--- src/hw/rtl/vtu_pkg.sv ---
package vtu_pkg;

    localparam int NUM_REGS  = 8;
    localparam int CFG_IDX_W = 3;
    localparam int OPND_W    = 33;
    localparam int PROD_W    = 65;
    localparam int ACC_W     = 68;
    localparam int TRANS_W   = 48;
    localparam int DIV_STEPS = 33;
    localparam int REM_W     = 65;

    typedef enum logic [2:0] {
        CMD_AFFINE     = 3'd0,
        CMD_INV_RIGID  = 3'd1,
        CMD_ROTATE     = 3'd2,
        CMD_ROT_TRANS  = 3'd3,
        CMD_PROJECTIVE = 3'd4
    } t_cmd;

    // Identity matrix, 1.0 on the diagonal.
    localparam logic [NUM_REGS-1:0][63:0] CFG_RESET = {
        64'h0001_0000_0000_0000, 64'h0, 64'h0000_0000_0001_0000, 64'h0,
        64'h0, 64'h0001_0000_0000_0000, 64'h0, 64'h0000_0000_0001_0000
    };

    typedef struct packed {
        logic [2:0]         command;
        logic signed [31:0] in_x;
        logic signed [31:0] in_y;
        logic signed [31:0] in_z;
    } t_in_item;

    typedef struct packed {
        logic signed [31:0] out_x;
        logic signed [31:0] out_y;
        logic signed [31:0] out_z;
        logic               divide_by_zero;
    } t_out_item;

    typedef logic [3:0][3:0][31:0] t_mat;

    typedef struct packed {
        logic [2:0]                  cmd;
        logic [3:0][ACC_W-1:0]       acc;
    } t_acc_item;

    typedef struct packed {
        logic                        proj;
        logic                        dz;
        logic [2:0]                  neg;
        logic [2:0]                  ovf;
        logic [2:0][31:0]            direct;
        logic [63:0]                 dvs;
        logic [2:0][REM_W-1:0]       rem;
        logic [2:0][DIV_STEPS-1:0]   nq;
    } t_div_item;

    // Round half up to Q16.16 and saturate to 32 bits.
    function automatic logic [31:0] round_sat(input logic [ACC_W-1:0] a);
        logic [ACC_W-1:0] b;
        logic             same;
        b    = a + ACC_W'(32768);
        same = (&b[ACC_W-1:47]) | ~(|b[ACC_W-1:47]);
        if (same) begin
            return b[47:16];
        end else if (b[ACC_W-1]) begin
            return 32'h8000_0000;
        end else begin
            return 32'h7FFF_FFFF;
        end
    endfunction

    // One restoring division step on each of the three lanes.
    function automatic t_div_item div_step(input t_div_item s);
        t_div_item        o;
        logic [REM_W-1:0] trial;
        logic             take;
        o = s;
        for (int l = 0; l < 3; l++) begin
            trial = {s.rem[l][63:0], s.nq[l][DIV_STEPS-1]};
            take  = trial >= {1'b0, s.dvs};
            o.rem[l] = take ? trial - {1'b0, s.dvs} : trial;
            o.nq[l]  = {s.nq[l][DIV_STEPS-2:0], take};
        end
        return o;
    endfunction

endpackage

--- src/hw/rtl/vtu_out.sv ---
module vtu_out import vtu_pkg::*; (
    input  logic      i_clk,
    input  logic      i_rst_n,
    input  logic      i_vld,
    input  t_div_item i_item,
    input  logic      i_stall,
    output logic      o_en,
    output logic      o_vld,
    output t_out_item o_item
);

    logic              r_out_vld, r_skid_vld;
    t_out_item         r_out, r_skid;
    t_out_item         res;
    logic [2:0][31:0]  lane;
    logic [33:0]       qr;
    logic [31:0]       lim, mag;
    logic              rnd;

    // Final rounding of the quotient, ties away from zero, then saturation.
    always_comb begin
        for (int l = 0; l < 3; l++) begin
            rnd = {i_item.rem[l][63:0], 1'b0} >= {1'b0, i_item.dvs};
            qr  = {1'b0, i_item.nq[l]} + 34'(rnd);
            lim = i_item.neg[l] ? 32'h8000_0000 : 32'h7FFF_FFFF;
            mag = (i_item.ovf[l] || (qr > {2'b00, lim})) ? lim : qr[31:0];
            if (!i_item.proj) begin
                lane[l] = i_item.direct[l];
            end else if (i_item.dz) begin
                lane[l] = 32'd0;
            end else begin
                lane[l] = i_item.neg[l] ? -mag : mag;
            end
        end
        res.out_x          = lane[0];
        res.out_y          = lane[1];
        res.out_z          = lane[2];
        res.divide_by_zero = i_item.proj & i_item.dz;
    end

    always_ff @(posedge i_clk) begin
        if (!i_rst_n) begin
            r_out_vld  <= 1'b0;
            r_skid_vld <= 1'b0;
        end else if (r_skid_vld) begin
            if (!i_stall) begin
                r_skid_vld <= 1'b0;
            end
        end else if (i_vld) begin
            if (r_out_vld && i_stall) begin
                r_skid_vld <= 1'b1;
            end else begin
                r_out_vld <= 1'b1;
            end
        end else if (!i_stall) begin
            r_out_vld <= 1'b0;
        end
    end

    always_ff @(posedge i_clk) begin
        if (r_skid_vld) begin
            if (!i_stall) begin
                r_out <= r_skid;
            end
        end else if (i_vld) begin
            if (r_out_vld && i_stall) begin
                r_skid <= res;
            end else begin
                r_out <= res;
            end
        end
    end

    assign o_en   = !r_skid_vld;
    assign o_vld  = r_out_vld;
    assign o_item = r_out;

endmodule

--- config.mk ---
export PLATFORM = sky130hd
export DESIGN_NAME = vtu_out
export DESIGN_NICKNAME = d
export VERILOG_FILES = /design/src/hw/rtl/vtu_pkg.sv /design/src/hw/rtl/vtu_out.sv
export SDC_FILE = /design/constraint.sdc
export NUM_CORES = 1
export LEC_CHECK = 0
export BUFFER_PORTS_ARGS = -buffer_cell sky130_fd_sc_hd__buf_2
export CORE_UTILIZATION = 45
export CTS_BUF_LIST = sky130_fd_sc_hd__clkbuf_8
export CTS_CLUSTER_DIAMETER = 120
export DETAILED_ROUTE_END_ITERATION = 7
export PLACE_DENSITY = 0.7
export SYNTH_ARGS = -nofsm -noshare
export SYNTH_HDL_FRONTEND = slang
export SYNTH_SLANG_ARGS = --single-unit
--- constraint.sdc ---
create_clock -name i_clk -period 15.1 [get_ports i_clk]
set_clock_uncertainty 0.15 [all_clocks]
set_input_delay 1.51 -clock i_clk [delete_from_list [all_inputs] [get_ports i_clk]]
set_output_delay 1.51 -clock i_clk [all_outputs]
set_load 0.02 [all_outputs]
==> flow_summary.yaml <==
run_status:
  run_status: "finished, final reports clean"
power:
  power.share.sequential: 0.415
  power_per_cell_area_nw_per_um2: 63.8
  p_leak_nw: 10.8
  max-vdd-ir-drop_v: 0.0000659
  power.internal_w: 0.00101
  net-switching-power_w: 0.000558
  combPwrFrac: 0.353
  power_w: 0.00157
  pwr-share-clk: 0.232
  fraction_of_power_spent_switching_nets: 0.356
placement:
  gpl.final_weighted_congestion: 0.997
  placedCellCount: 3417
  port_buffers: 561
  post-dp-hpwl_um: 62400
setup_path:
  critPathKind: "input port to flip-flop"
  worst_path_largest_cell_delay_ns: 0.70
  timing.reg2reg.setup_slack_ns: 12.35
  timing.rr.start: "r_skid_vld"
  crit_path_max_fanout: 24
  crit_path_top_delay_cell: "sky130_fd_sc_hd__nand2_1"
  regToRegEndpoint: "r_skid[6]"
  cp-end-kind: "flip-flop"
  ff2ff_path_depth: 4
  crit_path_start_kind: "input port"
  critPathArrivalTime_ns: 11.67
  critical_path_required_ns: 15.22
  critical_path.most_common_cell: "sky130_fd_sc_hd__nand3_1"
detailed_routing:
  remaining_drc_errors: 0
  routed_wl_um: 76800
  vias_per_cell: 6.07
  overall_via_count_from_detail_route: 21016
  route.antenna.remaining_nets: 0
  drt_iter0_markers: 1649
  detailedRoute.firstPassIterationCount: 7
  routedWlPerCell_um: 22.2
logic_synthesis:
  yosys_top_cell_by_area: "sky130_fd_sc_hd__edfxtp_1"
  synth_area_per_cell_um2: 8.91
  synth-seq-cells: 196
  postSynthCellCount: 2337
  yosysWarnings: 0
  synth_top_cells_by_area: "sky130_fd_sc_hd__edfxtp_1 28%, sky130_fd_sc_hd__ha_1 18%, sky130_fd_sc_hd__a21oi_1 4.9%"
  number_of_flops_mapped_to_enable_cells_by_yosys: 194
  dominantRegCellSynth: "sky130_fd_sc_hd__edfxtp_1"
  sequential_fraction_of_the_synthesis_area: 0.282
  synth_cell_types: 90
  syn-cell-area_um2: 20800
  synth_largest_type_area_fraction: 0.280
  synth_net_count: 3097
  asyncSetResetFlopFracSynth: 0
min_path:
  whs_path_depth: 1
  hold-path-endpoint: "o_item[34]"
  min_path_type: "flip-flop to flip-flop"
  hp-start: "r_skid[34]"
floorplan:
  die-height_um: 217
  die_w_um: 217
  rows: 78
  coreArea_um2: 45500
  initial_standard_cell_utilization_of_the_core: 0.458
  boundaryPins: 565
  design.die.area_um2: 47100
clock_tree:
  clock-sinks: 196
  cts-root-buf: "sky130_fd_sc_hd__clkbuf_8"
  cts.repair.resized: 0
  tritoncts.num_buffers: 17
  post-cts-setup-buffers: 0
  number_of_levels_in_the_clock_h_tree: 4
  tritoncts: "built"
  cts.hold.buffers_added: 0
  clockBufferDepth: 2
  clk_pin_slew_worst_paths_ns: 0.11
  worst_skew_pair.late_latency_ns: 0.51
sta:
  period_share: 0.765
  grt_setup_unrepaired: "no"
  timing_worst_slew_pin_value_ns: 1.09
  timing.fmax_mhz: 86.5
  slew_headroom: 0.270
  setup_tns_ns: 0
  final_period_minus_worst_setup_slack_ns: 11.55
  timing.final.hold_violations: 0
  max_slew_violations: 0
  setup_viol: 0
finish:
  final.fill_count: 4285
  final_cell_count_no_fill: 3465
  multi_input_area_um2: 14000
  fin_util: 0.540
  syn2layout_area_growth_pct: 18.1
  final_nets: 3596
  layout.area.seq_um2: 5870
  ratio_of_cells_with_drive_above_1_in_the_final_layout: 0.257
  most-common-layout-cells: "561 x sky130_fd_sc_hd__buf_2, 294 x sky130_fd_sc_hd__ha_1, 204 x sky130_fd_sc_hd__a21oi_1"
  mostFrequentLayoutCell: "sky130_fd_sc_hd__buf_2"
global_route:
  first_pass_grt_wire_length_um: 116000
  grt-ovfl-total: 0
  initial_antenna_violation_count: 18
  grt_start_max_net_pins: 91
  grt_usage: 0.319
  via_count_of_the_first_global_routing_pass: 20192
run:
  maxCapViolCount: 0
==> flip-flops by register name (all words and copies together), names as in the netlist <==
register	count
r_skid_vld	1
r_skid	97
o_vld	1
o_item	97
==> worst max path at each step <==
stage | start | end | slack [ns] | depth (start not counted)
after floorplan | i_item[355] | o_item[89] | 5.90 | 35
after CTS | i_item[339] | o_item[89] | 3.81 | 37
final | i_item[339] | o_item[91] | 3.55 | 37
after detailed placement | i_item[354] | o_item[31] | 3.27 | 32
after global routing | i_item[339] | o_item[89] | 2.94 | 37
after global placement | i_item[357] | o_item[89] | 3.41 | 34
==> routing by layer <==
layer  vias up  share of wire  GRT usage
met5         -        0.00051          0
met1      9980           0.41      0.399
li1       9996              -          -
met2       909           0.49      0.548
met3       125          0.063     0.0426
met4         6          0.039      0.134
==> worst max-delay path: cells and delay by family <==
kind                       cells  cell delay (ns)
AOI/OAI and AO/OA             10             2.87
xor gates and xnor gates       1             0.31
adders and majority gates      5             1.61
buffers and inverters          3             0.30
muxes                          1             0.31
and+or+nand+nor               17             4.74
==> through the flow <==
| step | setup slack, ns | cell area (um2) | hold WS [ns] |
|---|---|---|---|
| final | 3.55 | 24600 | 0.408 |
| after global routing | 2.94 | 24600 | 0.420 |
| after CTS | 3.81 | 24500 | 0.412 |
| after detailed placement | 3.27 | 24100 | 0.384 |
| after global placement | 3.41 | 24100 | 0.353 |
| after floorplan | 5.90 | 20800 | 0.348 |
==> final cells by class <==
type / count / area share
Timing Repair Buffer: 576 / 0.119
Clock inverter: 15 / 0.00703
Sequential cell: 196 / 0.239
Antenna cell: 16 / 0.00163
Inverter: 152 / 0.0233
Clock buffer: 17 / 0.00952
Multi-Input combinational cell: 1893 / 0.571
Tap cell: 600 / 0.0305
==> kinds of logic (layout without fill, tap and decap cells) <==
| group | Yosys count | after routing | synth area share |
|---|---|---|---|
| AND/OR/NAND/NOR | 749 | 749 | 0.193 |
| adder cells (fa/ha/maj) | 294 | 294 | 0.177 |
| flip-flops | 196 | 196 | 0.282 |
| multiplexers | 104 | 104 | 0.0552 |
| XOR/XNOR | 107 | 107 | 0.0454 |
| buffers and inverters | 248 | 760 | 0.0458 |
| other | 0 | 16 | 0 |
| AO/OA/AOI/OAI | 639 | 639 | 0.202 |
==> power by group through the flow <==
stage	sequential, W	clock [W]	combinational, W
finish	0.000650	0.000364	0.000553
global route	0.000652	0.000387	0.000611
CTS	0.000650	0.000375	0.000549
detailed placement	0.000662	0	0.000545
global placement	0.000662	0	0.000529
floorplan	0.000694	0	0.000299
==> synthesized netlist by cell type (6+ instances only) <==
master and instances:
sky130_fd_sc_hd__o211ai_1 29, sky130_fd_sc_hd__xnor2_1 74, sky130_fd_sc_hd__buf_1 12, sky130_fd_sc_hd__o2bb2ai_1 45
sky130_fd_sc_hd__mux2i_1 20, sky130_fd_sc_hd__nor4_1 32, sky130_fd_sc_hd__o41ai_1 7, sky130_fd_sc_hd__and4_1 13
sky130_fd_sc_hd__or3_1 23, sky130_fd_sc_hd__nor2_1 101, sky130_fd_sc_hd__inv_1 152, sky130_fd_sc_hd__a32o_1 6
sky130_fd_sc_hd__a211oi_1 16, sky130_fd_sc_hd__a31oi_1 20, sky130_fd_sc_hd__xor2_1 32, sky130_fd_sc_hd__nand2b_1 25
sky130_fd_sc_hd__a21o_1 63, sky130_fd_sc_hd__a22o_1 18, sky130_fd_sc_hd__a21oi_1 204, sky130_fd_sc_hd__or2_2 10
sky130_fd_sc_hd__nor3_1 60, sky130_fd_sc_hd__a22oi_1 6, sky130_fd_sc_hd__and2_1 16, sky130_fd_sc_hd__nand2_1 159
sky130_fd_sc_hd__and3_1 24, sky130_fd_sc_hd__o21ai_0 111, sky130_fd_sc_hd__o21a_1 11, sky130_fd_sc_hd__nor2b_1 37
sky130_fd_sc_hd__buf_2 8, sky130_fd_sc_hd__o31ai_1 21, sky130_fd_sc_hd__ha_1 294, sky130_fd_sc_hd__a221oi_1 7
sky130_fd_sc_hd__nand3_1 100, sky130_fd_sc_hd__mux2_2 83, sky130_fd_sc_hd__clkbuf_1 73, sky130_fd_sc_hd__a211o_1 6
sky130_fd_sc_hd__edfxtp_1 194, sky130_fd_sc_hd__o32ai_1 7, sky130_fd_sc_hd__o2111ai_1 6, sky130_fd_sc_hd__nand4_1 102
Note: power is estimated with default switching activity, not from simulation.
