[src/hw/rtl/vtu_pkg.sv]
package vtu_pkg;

    localparam int NUM_REGS  = 8;
    localparam int CFG_IDX_W = 3;
    localparam int OPND_W    = 33;
    localparam int PROD_W    = 65;
    localparam int ACC_W     = 68;
    localparam int TRANS_W   = 48;
    localparam int DIV_STEPS = 33;
    localparam int REM_W     = 65;

    typedef enum logic [2:0] {
        CMD_AFFINE     = 3'd0,
        CMD_INV_RIGID  = 3'd1,
        CMD_ROTATE     = 3'd2,
        CMD_ROT_TRANS  = 3'd3,
        CMD_PROJECTIVE = 3'd4
    } t_cmd;

    // Identity matrix, 1.0 on the diagonal.
    localparam logic [NUM_REGS-1:0][63:0] CFG_RESET = {
        64'h0001_0000_0000_0000, 64'h0, 64'h0000_0000_0001_0000, 64'h0,
        64'h0, 64'h0001_0000_0000_0000, 64'h0, 64'h0000_0000_0001_0000
    };

    typedef struct packed {
        logic [2:0]         command;
        logic signed [31:0] in_x;
        logic signed [31:0] in_y;
        logic signed [31:0] in_z;
    } t_in_item;

    typedef struct packed {
        logic signed [31:0] out_x;
        logic signed [31:0] out_y;
        logic signed [31:0] out_z;
        logic               divide_by_zero;
    } t_out_item;

    typedef logic [3:0][3:0][31:0] t_mat;

    typedef struct packed {
        logic [2:0]                  cmd;
        logic [3:0][ACC_W-1:0]       acc;
    } t_acc_item;

    typedef struct packed {
        logic                        proj;
        logic                        dz;
        logic [2:0]                  neg;
        logic [2:0]                  ovf;
        logic [2:0][31:0]            direct;
        logic [63:0]                 dvs;
        logic [2:0][REM_W-1:0]       rem;
        logic [2:0][DIV_STEPS-1:0]   nq;
    } t_div_item;

    // Round half up to Q16.16 and saturate to 32 bits.
    function automatic logic [31:0] round_sat(input logic [ACC_W-1:0] a);
        logic [ACC_W-1:0] b;
        logic             same;
        b    = a + ACC_W'(32768);
        same = (&b[ACC_W-1:47]) | ~(|b[ACC_W-1:47]);
        if (same) begin
            return b[47:16];
        end else if (b[ACC_W-1]) begin
            return 32'h8000_0000;
        end else begin
            return 32'h7FFF_FFFF;
        end
    endfunction

    // One restoring division step on each of the three lanes.
    function automatic t_div_item div_step(input t_div_item s);
        t_div_item        o;
        logic [REM_W-1:0] trial;
        logic             take;
        o = s;
        for (int l = 0; l < 3; l++) begin
            trial = {s.rem[l][63:0], s.nq[l][DIV_STEPS-1]};
            take  = trial >= {1'b0, s.dvs};
            o.rem[l] = take ? trial - {1'b0, s.dvs} : trial;
            o.nq[l]  = {s.nq[l][DIV_STEPS-2:0], take};
        end
        return o;
    endfunction

endpackage

[src/hw/rtl/vtu_norm.sv]
module vtu_norm import vtu_pkg::*; (
    input  logic      i_clk,
    input  logic      i_rst_n,
    input  logic      i_en,
    input  logic      i_vld,
    input  t_acc_item i_item,
    output logic      o_vld,
    output t_div_item o_item
);

    logic              r5_vld, r6_vld;
    logic              r5_proj;
    logic [2:0][31:0]  r5_direct;
    logic [2:0]        r5_nneg;
    logic [63:0]       r5_nmag [3];
    logic              r5_dneg;
    logic [63:0]       r5_dmag;
    t_div_item         r6_item;
    logic [ACC_W-1:0]  abs_v [4];
    t_div_item         n6_item;

    always_comb begin
        for (int r = 0; r < 4; r++) begin
            abs_v[r] = i_item.acc[r][ACC_W-1] ? -i_item.acc[r] : i_item.acc[r];
        end
    end

    // Projective items are set up for the divider: the dividend is the
    // numerator magnitude shifted by 16, the first 47 bits preloaded.
    always_comb begin
        n6_item.proj   = r5_proj;
        n6_item.dz     = (r5_dmag == 64'd0);
        n6_item.direct = r5_direct;
        n6_item.dvs    = r5_dmag;
        for (int l = 0; l < 3; l++) begin
            n6_item.neg[l] = r5_nneg[l] ^ r5_dneg;
            n6_item.ovf[l] = {17'd0, r5_nmag[l][63:17]} >= r5_dmag;
            n6_item.rem[l] = {18'd0, r5_nmag[l][63:17]};
            n6_item.nq[l]  = {r5_nmag[l][16:0], 16'h0000};
        end
    end

    always_ff @(posedge i_clk) begin
        if (!i_rst_n) begin
            r5_vld <= 1'b0;
            r6_vld <= 1'b0;
        end else if (i_en) begin
            r5_vld <= i_vld;
            r6_vld <= r5_vld;
        end
    end

    always_ff @(posedge i_clk) begin
        if (i_en) begin
            r5_proj <= (t_cmd'(i_item.cmd) == CMD_PROJECTIVE);
            for (int l = 0; l < 3; l++) begin
                r5_direct[l] <= (i_item.cmd <= CMD_ROT_TRANS) ?
                                round_sat(i_item.acc[l]) : 32'd0;
                r5_nneg[l]   <= i_item.acc[l][ACC_W-1];
                r5_nmag[l]   <= abs_v[l][63:0];
            end
            r5_dneg <= i_item.acc[3][ACC_W-1];
            r5_dmag <= abs_v[3][63:0];
            r6_item <= n6_item;
        end
    end

    assign o_vld  = r6_vld;
    assign o_item = r6_item;

endmodule

[config.mk]
export PLATFORM = sky130hd
export DESIGN_NAME = vtu_norm
export DESIGN_NICKNAME = d
export VERILOG_FILES = /design/src/hw/rtl/vtu_pkg.sv /design/src/hw/rtl/vtu_norm.sv
export SDC_FILE = /design/constraint.sdc
export NUM_CORES = 1
export LEC_CHECK = 0
export ABC_CLOCK_PERIOD_IN_PS = 4100
export BUFFER_PORTS_ARGS = -buffer_cell sky130_fd_sc_hd__buf_2
export CORE_UTILIZATION = 25
export CTS_BUF_LIST = sky130_fd_sc_hd__clkbuf_4
export CTS_CLUSTER_SIZE = 16
export DETAILED_ROUTE_END_ITERATION = 10
export PLACE_DENSITY = 0.49
export SLEW_MARGIN = 20
export SYNTH_ARGS = -nofsm -noshare
export SYNTH_HDL_FRONTEND = slang
export SYNTH_SLANG_ARGS = --single-unit
[constraint.sdc]
create_clock -name i_clk -period 4.1 [get_ports i_clk]
set_input_delay 0.41 -clock i_clk [delete_from_list [all_inputs] [get_ports i_clk]]
set_output_delay 0.41 -clock i_clk [all_outputs]
set_load 0.03 [all_outputs]
==> results_dict.tcl, run 1 <==
set metrics [dict create \
    outcome "complete, but fails checks" \
    violations "setup timing" \
    irDropWorstVdd_v 0.000178 \
    totalWireLength_mm 142 \
    syn_area_per_cell_sq_um 12.4 \
    io_buffers 636 \
    dp_hpwl_mm 108 \
    path_max_fanout 4 \
    dieArea_sq_mm 0.146 \
    grt_overflow_total 0 \
    post_cts_buffers 0 \
    p_per_area_mw_per_mm2 394 \
    hold_viol 0 \
    setup_tns_ps -41.9 \
    design.core.area_sq_mm 0.142 \
    stdcell_count 6338 \
    drtIter0Drc 1929 \
    initial_core_util_pct 25.3 \
    nets 4705 \
    start_kind "input pin" \
    synth-seq-cells 719 \
    cts_buffer_depth 3 \
    die_h_um 382 \
    synth-edff-count 717 \
    critical_path_arrival_ps 5030 \
    max_freq_mhz 241 \
    worstHoldPathType "in -> reg" \
    dp_slack_ps -244 \
    antenna_found_initial 21 \
    drive_gt1_share_pct 26.7 \
    gp_congestion 0.868 \
    first_pass_iters 5 \
    dp_cells 5450 \
    cts_htree_levels 4 \
    area_delta_synth_final_pct 38.7 \
    wl_per_cell_um 22.3 \
    tightest_slew_ps 1080 \
    pin_count 742 \
    p_leak_uw 0.0192 \
    fin_crit_sh_pct 101 \
    setup_viol 1 \
    grt_pass1_vias 29000 \
    cts_buffers 204 \
    slew_viol_final 0 \
    grt_pass1_wl_mm 199 \
    ys_seq_area_share_pct 59.9 \
    clock_skew_ps 131 \
    worst_setup_path_end_kind "register" \
    relSlewSlack_pct 28.2 \
    grt_max_degree 87 \
    rsz0062_at_grt "no" \
    crit_required_ps 4990 \
    path_clk_slew_ps 60 \
    worst-setup-path-type "in -> reg" \
    cts.sinks 719 \
    core.rowCount 138 \
    ant_nets 0 \
    maxCapViolations 0 \
    cts_tree "done" \
    grt_use_total_pct 18.9 \
    synthCells 2915 \
    die_x_um 382 \
    syn_area_sq_mm 0.0360 \
    synthFlopType "edfxtp_1" \
    drc 0 \
    setup_ws_ps -41.9 \
    yosysWarnings 0 \
    async_reset_ff_share_pct 0 \
    synth_cell_types 71 \
    clock_latency_ps 1190 \
    fin_hold_ws_ps 212 \
    vias 29200 \
    layout_min_cycle_time_ps 4140 \
    root_buffer "clkbuf_4" \
    viasPerCell 4.60 \
]
## cell usage in the layout, fill, tap and decap left out, drive strengths merged, types with 95 or more instances in the layout
| cell | Yosys | layout |
|---|---|---|
| buf | 110 | 811 |
| clkbuf | 157 | 292 |
| conb | 1 | 102 |
| dlygate4sd3 | 0 | 507 |
| edfxtp | 717 | 717 |
| ha | 151 | 151 |
| nand2 | 181 | 181 |
| nand4 | 95 | 95 |
| nor2 | 114 | 114 |
| o21ai | 192 | 192 |
| xnor2 | 292 | 292 |
## final timing paths
| kind | start | end | slack [ps] | cells after the start |
|---|---|---|---|---|
| max | i_item[11] | r5_nmag[0][56] | -40 | 13 |
| min | i_item[58] | r5_nmag[0][58] | 210 | 3 |
| max reg2reg | r5_dmag[0] | o_item[454] | 600 | 12 |
| min reg2reg | r5_nmag[0][142] | o_item[96] | 350 | 0 |
## area by class of cell
| type | instances | area (sq um) |
|---|---|---|
| Antenna cell | 14 | 35.0 |
| Clock buffer | 292 | 2190 |
| Clock inverter | 73 | 453 |
| Fill cell | 14400 | 92300 |
| Inverter | 86 | 323 |
| Multi-Input combinational cell | 1944 | 13200 |
| Sequential cell | 719 | 21600 |
| Tap cell | 1890 | 2360 |
| Timing Repair Buffer | 1320 | 9820 |
## critical path, cell delays in order
cell and delay, ps:
dlygate4sd3_1 550, buf_2 130, or4_4 510, or4_4 440, or4_4 510, or2_4 290
or4_4 520, or2_4 250, nand2b_4 140, or4_4 490, o21ai_2 160, xnor2_1 70
dlygate4sd3_1 550
## metrics by stage
step / area [sq um] / utilization [%] / total power [uW]
6_report: 50000 / 35.1 / 19700
5_1_grt: 50000 / 35.1 / 20700
4_1_cts: 49900 / 35.1 / 20100
3_5_place_dp: 42100 / 29.6 / 12600
3_3_place_gp: 42100 / 29.6 / 12500
2_1_floorplan: 36400 / - / 11000
## cell usage after synthesis, types with 11 or more instances
library cell	n	area share, %
clkbuf_1	156	1.6
edfxtp_1	717	60
a211oi_1	11	0.23
xnor2_1	292	7.1
and2_1	14	0.24
nor4_1	52	0.90
a21o_1	50	1.0
nand2_1	181	1.9
nor3_1	45	0.63
nand3_1	75	1.0
and3_1	41	0.71
a21oi_1	85	1.2
inv_1	86	0.90
o41ai_1	35	0.85
or4_1	37	0.77
or3_1	48	0.83
o21ai_0	191	2.7
nand2b_1	20	0.35
nor2_1	114	1.2
or2_2	19	0.33
ha_1	151	5.2
nor2b_1	14	0.24
buf_4	102	2.1
xor2_1	73	1.8
nand4_1	95	1.6
o31ai_1	69	1.4
and4_1	22	0.53
## flip-flops by register name, indices dropped and copies added, names as in the netlist
signal,cells
r5_dneg,1
r5_nmag,192
r5_vld,1
o_vld,1
o_item,360
r5_nneg,3
r5_dmag,64
n6_item,96
r5_proj,1
## metal layers
layer  track usage [%]  wire [um]  share of wire [%]
met1              23.2      59200                 42
met2              31.3      67500                 48
met3              5.38       9900                7.0
met4              7.01       4760                3.4
met5                 0        114              0.081
## logic make-up (layout without fill, tap and decap cells)
logic type | count (synthesis) | after routing | share of synthesized area, %
AO/OA/AOI/OAI | 505 | 505 | 8.88
XOR/XNOR | 365 | 365 | 8.87
buffers and inverters | 353 | 1771 | 4.75
other | 1 | 116 | 0.0104
AND/OR/NAND/NOR | 816 | 816 | 12.2
multiplexers | 5 | 5 | 0.142
adder cells (fa/ha/maj) | 151 | 151 | 5.24
flip-flops | 719 | 719 | 59.9
## repair_timing
action,in CTS,in global routing
hold buffers,510,0
hold endpoints to repair,442,0
gates resized for setup,0,15
setup endpoints to repair,0,10
## report_power, final
group          switching [uW]  total (uW)  internal [uW]
clock                    3300        6800           3500
sequential                395        9290           8900
combinational            2230        3610           1380
total                    5930       19700          13800
Power figures use the tool's default switching activity.
==> run 2, diff against run 1 <==
--- a/config.mk
+++ b/config.mk
@@ -8,4 +8,5 @@
 export ABC_CLOCK_PERIOD_IN_PS = 4100
 export BUFFER_PORTS_ARGS = -buffer_cell sky130_fd_sc_hd__buf_2
+export CAP_MARGIN = 20
 export CORE_UTILIZATION = 25
 export CTS_BUF_LIST = sky130_fd_sc_hd__clkbuf_4
==> constraint.sdc (replaced) <==
create_clock -name i_clk -period 4.1 [get_ports i_clk]
set_input_delay 0.82 -clock i_clk [delete_from_list [all_inputs] [get_ports i_clk]]
set_output_delay 0.82 -clock i_clk [all_outputs]
set_load 0.03 [all_outputs]
==> run 2 against run 1 <==
Compared with the run above: the flow still finishes with violations (setup timing); fmax is 0.37% higher; clock power is 2% higher; first-iteration DRC count is 8.9% lower; sequential share of layout area is 1.2 points higher; sequential power hardly changed; combinational power is 6.6% lower; setup slack better by 15 ps; via count is 2.8% lower; total power is 0.50% lower; largest cell class unchanged; largest power group unchanged.
==> results_dict.tcl, run 2 (same netlist as run 1, synthesis figures left out) <==
set metrics [dict create \
    register_area_sq_mm 0.0216 \
    multi_input_area_sq_mm 0.0132 \
    p_switching_uw 5870 \
    path_max_fanout 4 \
    p_leak_uw 0.0189 \
    worst_setup_path_end_kind "register" \
    path_clk_slew_ps 60 \
    worst-setup-path-type "in -> reg" \
    layout_commonest_cell "edfxtp_1" \
    swShare_pct 29.9 \
    largest_reg_flops 360 \
    cts.sinks 719 \
    fin_hold_ws_ps 197 \
    timing.rr.end "o_item[455]" \
    wl_per_cell_um 22.5 \
    setup_tns_ps -28.7 \
    ant_nets 0 \
    dp_cells 5598 \
    p_per_area_mw_per_mm2 403 \
    internal_power_uw 13700 \
    regToRegSetupSlack_ps 730 \
    hp-start "i_item[165]" \
    cts_tree "done" \
    critical_path_arrival_ps 5050 \
    r2r_cells 9 \
    stdcell_count 6247 \
    grt_max_degree 96 \
    dp_slack_ps -644 \
    maxCapViolations 0 \
    first_pass_iters 5 \
    max_freq_mhz 242 \
    mostFrequentLayoutCells "edfxtp_1 (717), buf_2 (635), buf_4 (312)" \
    cts_htree_levels 4 \
    drive_gt1_share_pct 30.7 \
    grt_use_total_pct 18.9 \
    die_h_um 382 \
    design.core.area_sq_mm 0.142 \
    outcome "complete, but fails checks" \
    crit_required_ps 5030 \
    drtIter0Drc 1758 \
    setup_viol 2 \
    tightest_slew_ps 884 \
    root_buffer "clkbuf_4" \
    die_x_um 382 \
    p_seq_share_pct 47.5 \
    worst_r2r_startpoint "r5_dmag[6]" \
    setup_ws_ps -26.7 \
    pin_count 742 \
    power_uw 19600 \
    antenna_found_initial 19 \
    initial_core_util_pct 25.3 \
    critPathTopFamily "simple AND/OR/NAND/NOR gates" \
    core.rowCount 138 \
    nets 4615 \
    totalWireLength_mm 140 \
    rsz0062_at_grt "no" \
    cp-endpoint "r5_nmag[0][60]" \
    clock_latency_ps 1160 \
    hold_viol 0 \
    path_cells "dlygate4sd3_1 > buf_2 > or4_4 > or4_4 > or4_4 > or2_1 > or4_4 > or2_1 > nand2b_4 > or4_4 > o31ai_2 > xnor2_1" \
    grt_pass1_vias 28400 \
    grt_overflow_total 0 \
    gp_congestion 0.873 \
    fill_cells 14400 \
    cts_buffers 205 \
    io_buffers 636 \
    vias 28300 \
    combPwrFrac_pct 17.2 \
    layout_min_cycle_time_ps 4130 \
    area_delta_synth_final_pct 35.0 \
    worst-path-buf-inv 2 \
    dieArea_sq_mm 0.146 \
    irDropWorstVdd_v 0.000212 \
    startpoint "i_item[11]" \
    cp_slowest_cell "dlygate4sd3_1" \
    drc 0 \
    crit_top_cell "or4_4" \
    fin_crit_sh_pct 101 \
    slew_viol_final 0 \
    max_stage_delay_ps 550 \
    path_depth 12 \
    grt_pass1_wl_mm 197 \
    worstHoldPathType "in -> reg" \
    cts_buffer_depth 3 \
    dp_hpwl_mm 109 \
    violations "setup timing" \
    relSlewSlack_pct 41.1 \
    clock_skew_ps 51.5 \
    viasPerCell 4.54 \
    start_kind "input pin" \
    clockPowerShare_pct 35.3 \
]
==> run 2: changes by cell type in the layout (fill, tap and decap cells not counted), moves of 3 or more <==
cell	change
clkinv_2	-4
dlygate4sd3_1	-237
o31ai_2	+3
inv_8	-3
buf_4	+154
buf_12	-6
clkbuf_4	+4
==> run 2: power by group through the flow <==
stage          clock [uW]  combinational, uW  sequential [uW]
2_1_floorplan           0               1250             9790
3_3_place_gp            0               3130             9480
3_5_place_dp            0               3160             9480
4_1_cts              7230               3420             9330
5_1_grt              7570               3660             9370
6_report             6920               3370             9310
==> run 2: cell type report <==
cell class / count / share of cell area (%)
sequential: 719 / 44.4
inverter: 86 / 0.664
multi-input combinational: 1944 / 27.2
clock inverter: 71 / 0.921
tap: 1890 / 4.86
timing repair buffer: 1229 / 17.4
antenna: 12 / 0.0618
clock buffer: 296 / 4.57
==> run 2: worst min path at each step <==
stage                           end  slack (ps)  cells past startpoint
floorplan                o_item[16]         400                      0
global placement         o_item[27]         400                      0
detailed placement      o_item[385]         400                      0
CTS                 r5_nmag[0][117]         0.7                      3
global route         r5_nmag[0][28]          40                      3
finish              r5_nmag[0][157]         200                      2
==> run 2: stage by stage <==
| stage | utilization, % | cell area (sq um) |
|---|---|---|
| floorplan | - | 36400 |
| global placement | 30.4 | 43200 |
| detailed placement | 30.4 | 43200 |
| CTS | 34.1 | 48600 |
| global route | 34.2 | 48600 |
| finish | 34.2 | 48600 |
==> run 2: metal layers <==
layer / GRT usage [%] / routed length, um
met5: 0 / 104
met4: 6.47 / 4040
met3: 5.67 / 9620
met2: 31.4 / 67700
met1: 23.2 / 58800
==> run 2: timing repair <==
action / in CTS / in global routing
setup buffers: 0 / 0
setup endpoints to repair: 0 / 5
hold buffers: 270 / 0
resized for setup: 0 / 4
hold endpoints to repair: 262 / 0
